`src/rtl/core/tpcc_pkg.sv`:
```
// ----------------------------------------------------------------------------
// tpcc_pkg
// Shared types and constants for the timed path conflict checker: item
// kinds, field widths and the command and status groups between the
// controller and the datapath.
// ----------------------------------------------------------------------------
`default_nettype none

package tpcc_pkg;

	// item kinds
	localparam logic [1:0] KIND_OWN   = 2'd0;
	localparam logic [1:0] KIND_OTHER = 2'd1;
	localparam logic [1:0] KIND_CHECK = 2'd2;

	// fixed field widths
	localparam int KIND_W  = 2;
	localparam int STEP_W  = 16;
	localparam int FIELD_W = 8;
	localparam int COUNT_W = 10;

	localparam logic [COUNT_W-1:0] COUNT_MAX = '1;

	// controller to datapath
	typedef struct packed {
		logic load_own;   // write one site of the own path
		logic load_other; // write one site of the other path
		logic ofs;        // register the start offsets, clear the count
		logic len;        // register the overlap length and start addresses
		logic issue;      // read one aligned pair of sites
		logic emit;       // move the count into the output register
	} cmd_t;

	// datapath to controller
	typedef struct packed {
		logic n_zero;     // no aligned steps
		logic last_issue; // the current read is the last of the overlap
	} status_t;

endpackage

`default_nettype wire

```
`src/rtl/core/tpcc_ctrl.sv`:
```
// ----------------------------------------------------------------------------
// tpcc_ctrl
// Controller of the conflict checker: input handshake, sequencing of the
// check (offsets, overlap length, read walk, drain) and output valid.
// ----------------------------------------------------------------------------
`default_nettype none

module tpcc_ctrl (
	input  wire logic                            clk,
	input  wire logic                            arst_n,
	input  wire logic                            in_valid,
	output logic                                 in_ready,
	input  wire logic [tpcc_pkg::KIND_W-1:0]     kind,
	output logic                                 out_valid,
	input  wire logic                            out_ready,
	output tpcc_pkg::cmd_t                       cmd,
	input  wire tpcc_pkg::status_t               status
);

	localparam logic [2:0] S_IDLE  = 3'd0;
	localparam logic [2:0] S_OFS   = 3'd1;
	localparam logic [2:0] S_LEN   = 3'd2;
	localparam logic [2:0] S_RUN   = 3'd3;
	localparam logic [2:0] S_DRAIN = 3'd4;
	localparam logic [2:0] S_DONE  = 3'd5;

	logic [2:0] state_q, state_next;
	logic       out_valid_q;
	logic       in_xfer, out_free;

	assign in_ready = (state_q == S_IDLE);
	assign in_xfer  = in_valid && in_ready;
	assign out_free = !out_valid_q || out_ready;

	// next state and commands
	always_comb begin
		state_next = state_q;
		cmd        = '0;
		case (state_q)
			S_IDLE: begin
				if (in_xfer) begin
					case (kind)
						tpcc_pkg::KIND_OWN:   cmd.load_own = 1'b1;
						tpcc_pkg::KIND_OTHER: cmd.load_other = 1'b1;
						tpcc_pkg::KIND_CHECK: state_next = S_OFS;
						default: ;
					endcase
				end
			end
			S_OFS: begin
				cmd.ofs    = 1'b1;
				state_next = S_LEN;
			end
			S_LEN: begin
				cmd.len    = 1'b1;
				state_next = S_RUN;
			end
			S_RUN: begin
				if (status.n_zero) begin
					state_next = S_DRAIN;
				end else begin
					cmd.issue = 1'b1;
					if (status.last_issue) begin
						state_next = S_DRAIN;
					end
				end
			end
			S_DRAIN: begin
				state_next = S_DONE;
			end
			S_DONE: begin
				if (out_free) begin
					cmd.emit   = 1'b1;
					state_next = S_IDLE;
				end
			end
			default: begin
				state_next = S_IDLE;
			end
		endcase
	end

	// state and output valid
	always_ff @(posedge clk or negedge arst_n) begin
		if (!arst_n) begin
			state_q     <= S_IDLE;
			out_valid_q <= 1'b0;
		end else begin
			state_q <= state_next;
			if (cmd.emit) begin
				out_valid_q <= 1'b1;
			end else if (out_ready) begin
				out_valid_q <= 1'b0;
			end
		end
	end

	assign out_valid = out_valid_q;

endmodule

`default_nettype wire
```
`config.mk`:
```
export PLATFORM = sky130hd
export DESIGN_NAME = tpcc_ctrl
export DESIGN_NICKNAME = d
export VERILOG_FILES = /design/src/rtl/core/tpcc_pkg.sv /design/src/rtl/core/tpcc_ctrl.sv
export SDC_FILE = /design/constraint.sdc
export NUM_CORES = 1
export LEC_CHECK = 0
export BUFFER_PORTS_ARGS = -buffer_cell sky130_fd_sc_hd__buf_2
export CAP_MARGIN = 10
export CORE_AREA = 2 2 39 41
export DETAILED_ROUTE_END_ITERATION = 10
export DIE_AREA = 0 0 41 43
export HOLD_SLACK_MARGIN = 0.02
export MAX_ROUTING_LAYER = met4
export PLACE_DENSITY = 0.51
export SLEW_MARGIN = 20
export SYNTH_ARGS = -nofsm -noshare
export SYNTH_HDL_FRONTEND = slang
export SYNTH_SLANG_ARGS = --single-unit
```
`constraint.sdc`:
```
create_clock -name clk -period 1.6 [get_ports clk]
set_clock_uncertainty 0.1 [all_clocks]
set_input_delay 0.32 -clock clk [delete_from_list [all_inputs] [get_ports clk]]
set_output_delay 0.32 -clock clk [all_outputs]
set_load 0.1 [all_outputs]
```
==> metrics.md <==
| Metric | Value |
|---|---|
| Status | `complete, but fails checks` |
| Failing checks | `negative setup slack` |
| Slowest stage cell, crit path | `dfrtp_2` |
| FFs w/ async S/R, synth | `1.00` |
| Port bufs | `15` |
| Diodes inserted | `0` |
| Final Critical Period | `1760 ps` |
| Final setup viols | `7` |
| Top cells by area, synth | `dfrtp_1 (34%), o32ai_2 (11%), and4b_1 (6.8%), a41oi_2 (5.6%), nor3_4 (5.6%)` |
| Final Cycle Share | `1.10` |
| Syn nets | `35` |
| Number of global-route vias before repair | `322` |
| Die height | `43 um` |
| Fin Setup TNS | `-649 ps` |
| WP data arrival | `1340 ps` |
| WS Path Type | `flop to output pin` |
| Post-Syn Area per Cell | `10.8 sq um` |
| Routed vias | `318` |
| Area delta synth->final | `116%` |
| Final design instance area without fill | `632 sq um` |
| Nets | `62` |
| Post-synth top cells | `dfrtp_1 (4), nor2_1 (4), and4b_1 (2), o32ai_2 (2)` |
| Routed len/inst | `10.6 um` |
| Power Dens Cells | `2380 mW/mm^2` |
| Peak Freq | `569 MHz` |
| Setup ws final | `-158 ps` |
| First-pass iteration count of the detailed router | `2` |
| RSZ-0062 raised after global routing | `yes` |
| Layout cells sized above 1 | `0.792` |
| Die W | `41 um` |
| Crit start category | `flop` |
| Vias per Instance | `4.61` |
| Final Slew Violations | `0` |
| Placed Instances | `61` |
| Sequential Power Share | `0.146` |
| Area occupied by multi-input gates | `220 sq um` |
| Worst path max stage delay | `440 ps` |
| CORE AREA | `0.00138 sq mm` |
| H-tree levels | `1` |
| Ys Warns | `0` |
| Iter 0 DRT Violations | `3` |
| Clock insertion delay at the later pin of the skew report | `240 ps` |
| Final HPWL DP | `553 um` |
| Row cnt | `14` |
| Total grt overflow | `0` |
| Fin. Hold Viols | `0` |
| DIE AREA | `0.00176 sq mm` |
| Seq cells post-synth | `4` |
| Slew headroom | `0.680` |
| Sw Pwr | `794 uW` |
| Placed inst area | `558 sq um` |
| Sw Share | `0.528` |
| First-pass GRT wire length | `1.24 mm` |
| Post-route DRC violation count | `0` |
| Worst-path clk slew | `40 ps` |
| Internal power | `709 uW` |
| Number of synthesized flops with an enable pin | `0` |
| Ys flop type | `dfrtp_1` |
| CTS Buf Count | `3` |
| Yosys top cell area share | `0.342` |
| Io pins | `16` |
| Layout fillers | `127` |
| Antenna-violating nets left | `0` |
| All-Layer GR Usage | `0.108` |
| Leak | `0.000265 uW` |
| Syn Inst Count | `27` |
| Max clock buf depth | `2` |
| Crit end category | `output pin` |
| Top cell type by total area after synthesis | `dfrtp_1` |
| CP cell instances | `nor3_4, and4b_4, buf_12` |
| CTS tree | `done` |
| Largest net degree at the start of global routing | `7` |
| Initial Util | `0.212` |
| Root Driver | `clkbuf_4` |
| RePlAce Congestion | `0.774` |
| Crit Path Max Fanout | `6` |
| WL final | `731 um` |
| MaxCap Viol Count | `0` |
| Synth Cell Area | `293 sq um` |
| Unique cell type count in the Yosys netlist | `19` |
| Clock share of power | `0.093` |
| Area taken by flip-flops and latches | `108 sq um` |
| Antenna violations before repair | `0` |
| Clock sinks | `4` |
| WP data required | `1180 ps` |
| Worst slew pin tran | `483 ps` |
| Max VDD drop | `0.000793 V` |
| Register area share after synthesis | `0.342` |
| Worst hold path class | `primary input to flop` |
| Comb power frac | `0.761` |
| Finished Layout Cells | `69` |
## final cells by class
type	count	share of cell area
clock buffers	4	0.0416
inverters	2	0.0119
multi-input cells	20	0.349
flip-flops and latches	4	0.170
well taps	16	0.0317
repair buffers	23	0.396
## routing by layer
metal  vias to the layer above  track usage  share of wire
met5                         -            -              0
met4                         0       0.0600              0
met3                         0       0.0314          0.066
met2                        11        0.169           0.57
met1                       155        0.115           0.36
li1                        152            -              -
## state kept, by name, summed over array words and instances (netlist names)
| name | flops |
|---|---|
| state_q | 3 |
| out_valid | 1 |
## critical path: cells and delay by family, from the launching register on
family / cells / cell delay, ps
DFF: 1 / 440
and+or+nand+nor: 2 / 490
buffers and inverters: 1 / 170
## cells by family (layout without fill, tap and decap cells)
kind of cell           Yosys count  count (layout)  synth area share
buffers and inverters            3              29            0.0641
AO/OA/AOI/OAI                    5               5             0.209
flip-flops                       4               4             0.342
AND/OR/NAND/NOR                 15              15             0.385
## path summary, 6_finish.rpt
kind / from / to / slack (ps) / cells after the start
worst max-delay path: state_q[1]$_DFFE_PN0P_ / cmd[4] / -160 / 3
worst min-delay path: out_ready / out_valid$_DFFE_PN0P_ / 280 / 3
worst max register to register: state_q[0]$_DFFE_PN0P_ / state_q[0]$_DFFE_PN0P_ / 380 / 4
worst min register to register: out_valid$_DFFE_PN0P_ / out_valid$_DFFE_PN0P_ / 470 / 2
max in group asynchronous: arst_n / out_valid$_DFFE_PN0P_ / 960 / 2
min in group asynchronous: arst_n / out_valid$_DFFE_PN0P_ / 310 / 2
## per-stage QoR
| stage | utilization | power (uW) | hold WS [ps] | worst slack [ps] |
|---|---|---|---|---|
| after floorplan | - | 954 | -75.6 | -718 |
| after global placement | 0.403 | 1310 | 27.4 | 91.3 |
| after detailed placement | 0.403 | 1310 | 30.9 | 81.0 |
| after CTS | 0.454 | 1510 | 285 | -154 |
| after global routing | 0.457 | 1580 | 297 | -207 |
| final | 0.457 | 1500 | 284 | -158 |
## cells in the final DEF, fill, tap and decap left out
master         count
a211oi_1           1
a41oi_2            1
and2_1             1
and4b_4            2
buf_12             7
buf_2              8
buf_4              5
buf_6              2
clkbuf_1           1
clkbuf_4           3
dfrtp_2            3
dfrtp_4            1
dlygate4sd3_1      1
inv_1              1
inv_2              1
nand2_1            1
nand2b_1           1
nand2b_2           1
nand2b_4           1
nor2_1             3
nor2_4             1
nor3_4             2
nor3b_2            1
nor4bb_4           1
o21ai_0            1
o32ai_2            2
## what timing repair did
item / 4_1_cts / 5_1_grt
pin swaps: 2 / 4
endpoints found under the hold margin: 4 / 0
buffers inserted: 4 / 1
hold buffers: 1 / 0
setup endpoints to repair: 7 / 7
resized for setup: 3 / 1
## power groups by stage
stage               clock, uW  combinational [uW]  sequential [uW]
finish                    139                1140              220
global route              154                1200              228
CTS                       145                1140              221
detailed placement          0                1080              225
global placement            0                1080              222
floorplan                   0                 691              263
Power figures use the tool's default switching activity.
